### src/hw/rtl/jse_pkg.sv
// shared types, character codes and helpers for the json string escaper
package jse_pkg;

  localparam int unsigned MaxResults = 10;
  localparam int unsigned QueueDepth = 2;
  localparam int unsigned PreDepth   = 4;
  localparam int unsigned BodyDepth  = 6;

  typedef enum logic [1:0] {
    ActData  = 2'd0,
    ActEmpty = 2'd1,
    ActNull  = 2'd2,
    ActNone  = 2'd3
  } action_e;

  localparam logic [7:0] ChQuote = 8'h22;
  localparam logic [7:0] ChBslash = 8'h5C;
  localparam logic [7:0] ChUnder = 8'h5F;
  localparam logic [7:0] ChZero = 8'h30;
  localparam logic [7:0] ChUpperA = 8'h41;
  localparam logic [7:0] ChLowerB = 8'h62;
  localparam logic [7:0] ChLowerF = 8'h66;
  localparam logic [7:0] ChLowerL = 8'h6C;
  localparam logic [7:0] ChLowerN = 8'h6E;
  localparam logic [7:0] ChLowerR = 8'h72;
  localparam logic [7:0] ChLowerT = 8'h74;
  localparam logic [7:0] ChLowerU = 8'h75;

  // one word's worth of output text, in segments
  typedef struct packed {
    logic                      open;
    logic [PreDepth-1:0][7:0]  pre;
    logic [2:0]                pre_len;
    logic [BodyDepth-1:0][7:0] body;
    logic [2:0]                body_len;
    logic [1:0]                tail_len;
    logic                      close;
  } rec_t;

  function automatic logic [3:0] rec_total(rec_t r);
    return {3'b0, r.open} + {1'b0, r.pre_len} + {1'b0, r.body_len}
         + {2'b0, r.tail_len} + {3'b0, r.close};
  endfunction

  function automatic logic [7:0] hex_digit(logic [3:0] v);
    return (v < 4'd10) ? (ChZero + {4'b0, v}) : (ChUpperA + {4'b0, v} - 8'd10);
  endfunction

endpackage

### src/hw/rtl/jse_front.sv
// front end: utf-8 tracking and classification of each input word into a text record
module jse_front (
  input  logic          clk_i,
  input  logic          rst_ni,
  input  logic          in_valid_i,
  input  logic          space_i,
  input  logic [1:0]    action_i,
  input  logic [7:0]    data_byte_i,
  input  logic          first_byte_i,
  input  logic          last_byte_i,
  output logic          in_ready_o,
  output logic          push_o,
  output jse_pkg::rec_t rec_o
);
  import jse_pkg::*;

  localparam logic [7:0] LeadE0 = 8'hE0;
  localparam logic [7:0] LeadED = 8'hED;
  localparam logic [7:0] LeadF0 = 8'hF0;
  localparam logic [7:0] LeadF4 = 8'hF4;

  logic [2:0][7:0] held_q, held_d;
  logic [1:0]      cnt_q, cnt_d;
  logic [2:0]      seq_q, seq_d;
  rec_t            rec;
  logic            accept;

  always_comb begin
    logic [1:0] h;
    logic [7:0] b;
    logic [7:0] lo;
    logic [7:0] hi;
    logic       fresh;
    rec    = '0;
    held_d = held_q;
    cnt_d  = cnt_q;
    seq_d  = seq_q;
    b      = data_byte_i;
    h      = 2'd0;
    lo     = 8'h80;
    hi     = 8'hBF;
    fresh  = 1'b0;
    case (action_e'(action_i))
      ActEmpty: begin
        rec.body[0]  = ChQuote;
        rec.body[1]  = ChQuote;
        rec.body_len = 3'd2;
        cnt_d = 2'd0;
        seq_d = 3'd0;
      end
      ActNull: begin
        rec.body[0]  = ChLowerN;
        rec.body[1]  = ChLowerU;
        rec.body[2]  = ChLowerL;
        rec.body[3]  = ChLowerL;
        rec.body_len = 3'd4;
        cnt_d = 2'd0;
        seq_d = 3'd0;
      end
      ActData: begin
        rec.open = first_byte_i;
        h = first_byte_i ? 2'd0 : cnt_q;
        if (h == 2'd0) begin
          fresh = 1'b1;
          cnt_d = 2'd0;
          seq_d = 3'd0;
        end else begin
          if (h == 2'd1) begin
            case (held_q[0])
              LeadE0: lo = 8'hA0;
              LeadED: hi = 8'h9F;
              LeadF0: lo = 8'h90;
              LeadF4: hi = 8'h8F;
              default: ;
            endcase
          end
          if (b >= lo && b <= hi) begin
            if ({1'b0, h} + 3'd1 >= seq_q) begin
              // sequence complete: copy held bytes and this one
              for (int i = 0; i < 3; i++) begin
                if (i < int'(h)) rec.pre[i] = held_q[i];
              end
              rec.pre[h] = b;
              rec.pre_len = {1'b0, h} + 3'd1;
              cnt_d = 2'd0;
              seq_d = 3'd0;
            end else begin
              held_d[h] = b;
              cnt_d = h + 2'd1;
            end
          end else begin
            // broken sequence: one underscore per held byte, byte starts over
            for (int i = 0; i < PreDepth; i++) rec.pre[i] = ChUnder;
            rec.pre_len = {1'b0, h};
            cnt_d = 2'd0;
            seq_d = 3'd0;
            fresh = 1'b1;
          end
        end
        if (fresh) begin
          if (b < 8'h20) begin
            rec.body[0] = ChBslash;
            rec.body_len = 3'd2;
            case (b)
              8'h08: rec.body[1] = ChLowerB;
              8'h0C: rec.body[1] = ChLowerF;
              8'h0A: rec.body[1] = ChLowerN;
              8'h0D: rec.body[1] = ChLowerR;
              8'h09: rec.body[1] = ChLowerT;
              default: begin
                rec.body[1] = ChLowerU;
                rec.body[2] = ChZero;
                rec.body[3] = ChZero;
                rec.body[4] = hex_digit(b[7:4]);
                rec.body[5] = hex_digit(b[3:0]);
                rec.body_len = 3'd6;
              end
            endcase
          end else if (b < 8'h80) begin
            if (b == ChBslash || b == ChQuote) begin
              rec.body[0] = ChBslash;
              rec.body[1] = b;
              rec.body_len = 3'd2;
            end else begin
              rec.body[0] = b;
              rec.body_len = 3'd1;
            end
          end else if (b inside {[8'hC2:8'hF4]}) begin
            held_d[0] = b;
            cnt_d = 2'd1;
            seq_d = (b < 8'hE0) ? 3'd2 : ((b < 8'hF0) ? 3'd3 : 3'd4);
          end else begin
            rec.body[0] = ChUnder;
            rec.body_len = 3'd1;
          end
        end
        if (last_byte_i) begin
          // truncated tail: underscores for what is still held
          rec.tail_len = cnt_d;
          rec.close = 1'b1;
          cnt_d = 2'd0;
          seq_d = 3'd0;
        end
      end
      default: ;
    endcase
  end

  assign in_ready_o = space_i;
  assign accept     = in_valid_i && space_i;
  assign push_o     = accept && (rec_total(rec) != 4'd0);
  assign rec_o      = rec;

  always_ff @(posedge clk_i or negedge rst_ni) begin
    if (!rst_ni) begin
      cnt_q <= 2'd0;
      seq_q <= 3'd0;
    end else if (accept) begin
      cnt_q <= cnt_d;
      seq_q <= seq_d;
    end
  end

  always_ff @(posedge clk_i) begin
    if (accept) held_q <= held_d;
  end

endmodule

### src/hw/rtl/jse_fifo.sv
// short record queue between front and back
module jse_fifo #(
  parameter int unsigned Depth = jse_pkg::QueueDepth
) (
  input  logic          clk_i,
  input  logic          rst_ni,
  input  logic          push_i,
  input  jse_pkg::rec_t wdata_i,
  input  logic          pop_i,
  output jse_pkg::rec_t rdata_o,
  output logic          full_o,
  output logic          empty_o
);
  import jse_pkg::*;

  localparam int unsigned PtrW = (Depth > 1) ? $clog2(Depth) : 1;
  localparam int unsigned CntW = $clog2(Depth + 1);
  localparam logic [PtrW-1:0] LastPtr = PtrW'(Depth - 1);
  localparam logic [CntW-1:0] FullCnt = CntW'(Depth);

  rec_t            mem_q [Depth];
  logic [PtrW-1:0] wptr_q, rptr_q;
  logic [CntW-1:0] cnt_q;

  assign full_o  = (cnt_q == FullCnt);
  assign empty_o = (cnt_q == '0);
  assign rdata_o = mem_q[rptr_q];

  always_ff @(posedge clk_i or negedge rst_ni) begin
    if (!rst_ni) begin
      wptr_q <= '0;
      rptr_q <= '0;
      cnt_q  <= '0;
    end else begin
      if (push_i) wptr_q <= (wptr_q == LastPtr) ? '0 : wptr_q + 1'b1;
      if (pop_i)  rptr_q <= (rptr_q == LastPtr) ? '0 : rptr_q + 1'b1;
      if (push_i && !pop_i) cnt_q <= cnt_q + 1'b1;
      else if (pop_i && !push_i) cnt_q <= cnt_q - 1'b1;
    end
  end

  always_ff @(posedge clk_i) begin
    if (push_i) mem_q[wptr_q] <= wdata_i;
  end

endmodule

### src/hw/rtl/jse_back.sv
// back end: walks the head record one character per word
module jse_back (
  input  logic          clk_i,
  input  logic          rst_ni,
  input  jse_pkg::rec_t rec_i,
  input  logic          avail_i,
  input  logic          out_ready_i,
  output logic          out_valid_o,
  output logic [7:0]    out_char_o,
  output logic          run_end_o,
  output logic          pop_o
);
  import jse_pkg::*;

  logic [3:0] idx_q, idx_d;
  logic [3:0] total;
  logic       fire;

  always_comb begin
    logic [3:0] p1;
    logic [3:0] p2;
    logic [3:0] p3;
    p1 = idx_q - {3'b0, rec_i.open};
    p2 = p1 - {1'b0, rec_i.pre_len};
    p3 = p2 - {1'b0, rec_i.body_len};
    if (rec_i.open && idx_q == 4'd0) out_char_o = ChQuote;
    else if (p1 < {1'b0, rec_i.pre_len}) out_char_o = rec_i.pre[p1[1:0]];
    else if (p2 < {1'b0, rec_i.body_len}) out_char_o = rec_i.body[p2[2:0]];
    else if (p3 < {2'b0, rec_i.tail_len}) out_char_o = ChUnder;
    else out_char_o = ChQuote;
  end

  assign total       = rec_total(rec_i);
  assign out_valid_o = avail_i;
  assign run_end_o   = (idx_q == total - 4'd1);
  assign fire        = avail_i && out_ready_i;
  assign pop_o       = fire && run_end_o;
  assign idx_d       = pop_o ? 4'd0 : (fire ? idx_q + 4'd1 : idx_q);

  always_ff @(posedge clk_i or negedge rst_ni) begin
    if (!rst_ni) idx_q <= 4'd0;
    else idx_q <= idx_d;
  end

endmodule

### src/hw/rtl/json_string_escaper_utf8_unit.sv
// top level of the json string escaper with strict utf-8 checking
// an accepted word's record is queued; its text comes out once it heads the queue
// throughput: one input word per cycle while the record queue has room,
//   one output character per cycle while out_ready is high; a word of n characters
//   holds the back end until all are out, so escapes stall input once the queue fills
// reset: asynchronous, clears the held utf-8 bytes count, the queue and the char index
module json_string_escaper_utf8_unit #(
  parameter int unsigned QueueDepth = jse_pkg::QueueDepth
) (
  input  logic       clk_i,
  input  logic       rst_ni,
  // input words, one string byte each
  input  logic       in_valid_i,
  output logic       in_ready_o,
  input  logic [1:0] action_i,
  input  logic [7:0] data_byte_i,
  input  logic       first_byte_i,
  input  logic       last_byte_i,
  // output words, one json text byte each
  output logic       out_valid_o,
  input  logic       out_ready_i,
  output logic [7:0] out_char_o,
  output logic       run_end_o
);
  import jse_pkg::*;

  rec_t front_rec, head_rec;
  logic push, pop, full, empty;

  // front: utf-8 state and classification, one word per cycle while the queue has room
  jse_front u_front (
    .clk_i        (clk_i),
    .rst_ni       (rst_ni),
    .in_valid_i   (in_valid_i),
    .space_i      (!full),
    .action_i     (action_i),
    .data_byte_i  (data_byte_i),
    .first_byte_i (first_byte_i),
    .last_byte_i  (last_byte_i),
    .in_ready_o   (in_ready_o),
    .push_o       (push),
    .rec_o        (front_rec)
  );

  // queue decouples classification from character output
  jse_fifo #(
    .Depth (QueueDepth)
  ) u_fifo (
    .clk_i   (clk_i),
    .rst_ni  (rst_ni),
    .push_i  (push),
    .wdata_i (front_rec),
    .pop_i   (pop),
    .rdata_o (head_rec),
    .full_o  (full),
    .empty_o (empty)
  );

  // back: serializes the head record
  jse_back u_back (
    .clk_i       (clk_i),
    .rst_ni      (rst_ni),
    .rec_i       (head_rec),
    .avail_i     (!empty),
    .out_ready_i (out_ready_i),
    .out_valid_o (out_valid_o),
    .out_char_o  (out_char_o),
    .run_end_o   (run_end_o),
    .pop_o       (pop)
  );

  // a record is never pushed into a full queue
  assert property (@(posedge clk_i) disable iff (!rst_ni) push |-> !full)
    else $error("record pushed into full queue");

  // every pushed record carries between one and the maximum characters
  assert property (@(posedge clk_i) disable iff (!rst_ni)
    push |-> (rec_total(front_rec) != 4'd0 &&
              rec_total(front_rec) <= 4'(MaxResults)))
    else $error("record length out of range");

  // the unused action code never produces text
  assert property (@(posedge clk_i) disable iff (!rst_ni)
    (in_valid_i && in_ready_o && action_i == ActNone) |-> !push)
    else $error("unused action produced a record");

  // popping only on the final character of a record
  assert property (@(posedge clk_i) disable iff (!rst_ni) pop |-> (run_end_o && !empty))
    else $error("record popped before its last character");

endmodule

### config.mk
export PLATFORM = sky130hd
export DESIGN_NAME = json_string_escaper_utf8_unit
export DESIGN_NICKNAME = d
export VERILOG_FILES = /design/src/hw/rtl/jse_pkg.sv /design/src/hw/rtl/jse_front.sv /design/src/hw/rtl/jse_fifo.sv /design/src/hw/rtl/jse_back.sv /design/src/hw/rtl/json_string_escaper_utf8_unit.sv
export SDC_FILE = /design/constraint.sdc
export NUM_CORES = 1
export LEC_CHECK = 0
export BUFFER_PORTS_ARGS = -buffer_cell sky130_fd_sc_hd__buf_4
export CORE_AREA = 2 2 164 166
export CTS_BUF_LIST = sky130_fd_sc_hd__clkbuf_4 sky130_fd_sc_hd__clkbuf_8
export CTS_CLUSTER_DIAMETER = 200
export DETAILED_ROUTE_END_ITERATION = 8
export DIE_AREA = 0 0 166 168
export GPL_ROUTABILITY_DRIVEN = 0
export PLACE_DENSITY_LB_ADDON = 0.1
export SYNTH_ARGS = -nofsm -noshare
export SYNTH_HDL_FRONTEND = slang
export SYNTH_HIERARCHICAL = 1
export SYNTH_SLANG_ARGS = --single-unit
### constraint.sdc
create_clock -name clk_i -period 9.2 [get_ports clk_i]
set_input_delay 0.92 -clock clk_i [delete_from_list [all_inputs] [get_ports clk_i]]
set_output_delay 0.92 -clock clk_i [all_outputs]
set_load 0.02 [all_outputs]
Word level (Yosys, flattened, before mapping)
Memory sizes are Yosys's and may differ from the RTL's.
Cells that the tools add are included.
{ "classes": {"addsub": 25, "magnitude_cmp": 21, "n_eq_ne": 16, "mux": 95, "bitwise_logic": 2, "n_reduce_logical": 28} }
{ "op_table": {"columns": ["operator", "n"], "rows": [
  ["8-bit two-way mux", 38],
  ["35-bit two-way mux", 3],
  ["32-bit two-way mux", 2],
  ["19-bit case mux with 3 select lines", 1],
  ["52-bit two-way mux", 1],
  ["51-bit two-way mux", 1],
  ["8-bit by 4-bit equality test with 1-bit output, second input constant", 5],
  ["3-bit two-way mux", 13],
  ["32-bit bitwise mux", 1],
  ["8-bit equality test, second input constant", 4],
  ["16-bit case mux with 2 select lines", 1],
  ["5-bit case mux with 5 select lines", 1],
  ["8-bit binary-select mux with 3-bit select", 1],
  ["24-bit bitwise mux", 1],
  ["8-bit less-than comparator, second input constant", 3],
  ["6-bit case mux with 2 select lines", 2],
  ["11-bit two-way mux", 2],
  ["2-bit two-way mux", 11],
  ["19-bit two-way mux", 1],
  ["7-bit by 4-bit adder with 8-bit output, first input constant", 2],
  ["8-bit binary-select mux with 2-bit select", 1],
  ["8-bit demux with 2-bit select", 1],
  ["8-bit by 4-bit subtractor with 8-bit output, second input constant", 2],
  ["6-bit by 4-bit adder with 7-bit output, first input constant", 2],
  ["49 further kinds", 87]
]} }
{ "totals": {"reg_bits": 37, "ram_bits": 180, "inputBits": 16, "output_inout_bits": 11, "word_cells": 197, "memories": 1} }
{ "mem_list": {"columns": ["memory", "depth", "word_bits", "rd", "rd_ports_with_merged_regs", "write_ports", "line_no", "source"], "rows": [
  ["u_fifo.mem_q", 2, 90, 1, 0, 1, "jse_fifo.sv:21", "rec_t mem_q [Depth];"]
]} }

Longest topological paths before layout
{ "logic_depth": {"word_depth": 25, "ltp_mapped": 26, "ltp_nobuf": 24} }

Cells and area by module
The synthesis kept the hierarchy.
{ "by_module_without_submodules": {"columns": ["mod", "instances", "cells_per_inst", "area_per_inst_um2", "seq_area_each_um2"], "rows": [
  ["jse_fifo", 1, 296, 6740.2, 5505.3],
  ["jse_front", 1, 415, 3234.4, 845.8],
  ["jse_back", 1, 168, 1594.0, 100.1],
  ["json_string_escaper_utf8_unit", 1, 2, 7.5, 0.0]
]} }

Worst setup path before layout
No wires, ideal clock.
{ "synth_timing": {"kind": "input -> register", "startpoint": "in first_byte_i", "endpoint": "mem u_fifo/mem_q[0][0] (netlist name), enable pin", "setup_time_ns": 0.550, "t_arrival_ns": 9.105, "slack_ns": -0.455, "stages": 20, "path_buffers": 1, "cell_sequence": "nand2b_1 > inv_1 > ha_1 > clkbuf_1 > nand4_1 > nor2_1 > nand2_1 > or3_1 > ha_1 > nand4_1 > a21o_2 > o41ai_1 > and2_1 > fa_1 > fa_1 > inv_1 > fa_1 > nor3b_1 > a21oi_1 > nor2b_1"} }
{ "synth_lines": {"columns": ["item", "line_no", "source"], "rows": [
  ["from (decl)", "json_string_escaper_utf8_unit.sv:17", "input logic first_byte_i,"],
  ["to (decl)", "jse_fifo.sv:21", null]
]} }

==> impl_metrics.yaml <==
sta:
  relSlewSlack_pct: 29.3
  min_period_ps: 7140
  setup_ws_ps: 2060
  slew_violations: 0
  setup_viol: 0
  layout_worst_path_cycle_share_pct: 77.6
  fmax_mhz: 140
  fin_skew_ps: 13.7
  rsz0062_at_grt: "no"
  fin_setup_tns_ps: 0
  hold_viol: 0
  worst_pin_slew_ps: 1060
finish:
  syn_to_final_growth_pct: 8.41
  final_util_pct: 47.6
  final_common_cell: "edfxtp_1"
  drive_gt1_share_pct: 24.9
  mostFrequentLayoutCells: "204 x edfxtp_1, 94 x mux2_2, 78 x nand2_1, 53 x a21oi_1, 51 x inv_1"
  regArea_sq_um: 6450
  fillers: 2341
  antenna_cells: 0
  final_area_sq_um: 12500
  nets: 966
  multi_input_area_sq_um: 4460
synth:
  synth_area_leader_cell: "edfxtp_1"
  ys_types: 77
  yosys.area.top_type_share_pct: 52.9
  synth_area_sq_um: 11600
  ys_seq_elements: 217
  async_reset_ff_share_pct: 5.99
  synth_cells: 881
  ys_seq_area_share_pct: 55.7
  synthFlopType: "edfxtp_1"
  synth_warnings: 6
  avgSynthCellArea_sq_um: 13.1
  synth_edf_count: 204
  synth_area_leaders: "edfxtp_1 53%, mux2_2 9.1%, ha_1 4.6%, mux4_2 3.1%, dfrtp_1 2.8%"
critical_path:
  path_common_cell: "fa_1"
  crit_buf_inv: 4
  required_ps: 9420
  cp_slowest_cell: "and2_4"
  r2r_end: "u_fifo/mem_q[1][73]"
  cpPeakStageDelay_ps: 910
  arrival_ps: 7350
  reg2reg_slack_ps: 2280
  critPathCaptureType: "flip-flop"
  crit_family: "simple AND/OR/NAND/NOR gates"
  critPathMaxFanout: 72
  rr_startpoint: "u_front/cnt_q[0]"
  path_cells: "buf_4 -> nand2b_1 -> inv_1 -> ha_1 -> nand4_1 -> nor2_1 -> nand2_1 -> or3_1 -> ha_1 -> nand4_1 -> a21o_2 -> o41ai_1 -> and2_1 -> fa_1 -> fa_1 -> inv_1 -> fa_1 -> nor3b_1 -> a21oi_1 -> and2_4 -> buf_4"
  worst_setup_path_start_kind: "input pin"
  critical_path_class: "input pin to flip-flop"
  rr_worst_depth: 20
cts:
  cts_resized: 0
  root_buffer: "clkbuf_8"
  cts_tree: "done"
  cts_buffer_depth: 3
  cts_hold_buf: 0
  path_clk_slew_ps: 60
  clk_latency_ps: 530
  h-tree-depth: 2
  cts_sinks: 217
  cts_setup_buffers: 0
  numCtsBuffers: 39
detailed_routing:
  post_drt_via_cell_ratio: 5.51
  drt_iter0_markers: 520
  detail-route-antenna-nets: 0
  detail_route.wl_per_cell_um: 21.4
  wirelength_mm: 27.1
  routed-via-count: 6970
  drc: 0
  dr.pass1.iters: 5
placement:
  placed_area_sq_um: 11800
  io_buffers: 26
  hpwl_mm: 18.4
  pre_cts_slack_ps: 1570
global_routing:
  first_global_vias: 6977
  grt_max_degree: 73
  grt_pass1_wl_mm: 41.3
  grt_use_total_pct: 19.3
  antenna_found_initial: 0
  overflow: 0
floorplan:
  placementRows: 60
  initial_core_util_pct: 43.9
  die_h_um: 168
  dieArea_sq_um: 27900
  fp.dieW_um: 166
  coreArea_sq_um: 26400
  ioPinCount: 27
power:
  leakagePower_nw: 4.65
  vdd_drop_max_uv: 478
  pwr_density_cell_nw_per_um2: 351
job:
  cap_viol_max_count: 0
outcome:
  status: "finished clean"
hold_path:
  hold_class: "input pin to asynchronous set/reset pin"
==> routing by layer <==
layer / GRT usage (%) / up-vias / share of wire, % / wire length (um)
met4: 5.29 / 0 / 2.1 / 573
met5: 0 / - / 0 / 0
li1: - / 3241 / - / -
met2: 31.7 / 205 / 48 / 12900
met1: 26.8 / 3474 / 45 / 12300
met3: 3.31 / 50 / 4.9 / 1320
==> layout make-up <==
cell class                      count  share of cell area, %
Sequential cell                   217                   51.4
Multi-Input combinational cell    551                   35.5
Clock buffer                       56                   5.39
Tap cell                          341                   3.40
Timing Repair Buffer               36                   2.25
Inverter                           53                   1.59
Clock inverter                     11                  0.429
==> worst max-delay path by stage <==
| stage | startpoint | to | cells past startpoint |
|---|---|---|---|
| floorplan | first_byte_i | u_fifo/mem_q[0][0] | 20 |
| global placement | first_byte_i | u_fifo/mem_q[1][65] | 21 |
| detailed placement | first_byte_i | u_fifo/mem_q[1][81] | 21 |
| CTS | first_byte_i | u_fifo/mem_q[1][73] | 21 |
| global route | first_byte_i | u_fifo/mem_q[1][73] | 21 |
| finish | first_byte_i | u_fifo/mem_q[1][73] | 21 |
==> synth_stat cells (all sizes together) (2+ instances only) <==
library cell and number:
nand4 5, nor4 6, a21o 7, o32ai 5, xnor2 13, nor2 44, o21ai 28, nand3b 2
clkbuf 30, and4 2, ha 43, and3 3, o21bai 2, fa 9, a2bb2oi 2, xor2 8
dfrtp 13, nand2b 6, or3 6, nor2b 10, o21a 2, a41o 2, clkinv 2, a21oi 54
a22o 3, a211oi 7, nor3 18, mux4 16, nand2 79, buf 43, edfxtp 204, nor3b 5
mux2i 10, inv 51, o31ai 5, nand3 8, and2 12, o41ai 2, a221oi 2, or2 2
mux2 94
==> where the power goes <==
group	switching, W	total, W	internal (W)
Combinational	0.00123	0.00221	0.000978
Clock	0.000380	0.000852	0.000472
Sequential	0.0000748	0.00134	0.00127
==> sequential cells by signal, summed over array words and instances (netlist names) <==
signal	count
u_back/idx_q	4
u_fifo/cnt_q	2
u_fifo/mem_q	180
u_fifo/rptr_q	1
u_fifo/wptr_q	1
u_front/cnt_q	2
u_front/held_q	24
u_front/seq_q	3
==> stage by stage <==
stage | power (W) | instances | hold slack (ps)
global placement | 0.00356 | 1198 | 475
CTS | 0.00448 | 1265 | 223
detailed placement | 0.00361 | 1198 | 482
finish | 0.00440 | 1265 | 244
floorplan | 0.00298 | 894 | 456
global route | 0.00469 | 1265 | 227
==> cell families after synthesis <==
family	count (synthesis)	share of synthesized area, %
AOI/OAI and AO/OA	132	7.51
xor gates and xnor gates	21	1.72
adders and majority gates	52	6.20
buffers and inverters	126	6.29
DFF	217	55.7
muxes	120	13.1
other	1	0.0324
and+or+nand+nor	212	9.39
Note: power is estimated with default switching activity, not from simulation.
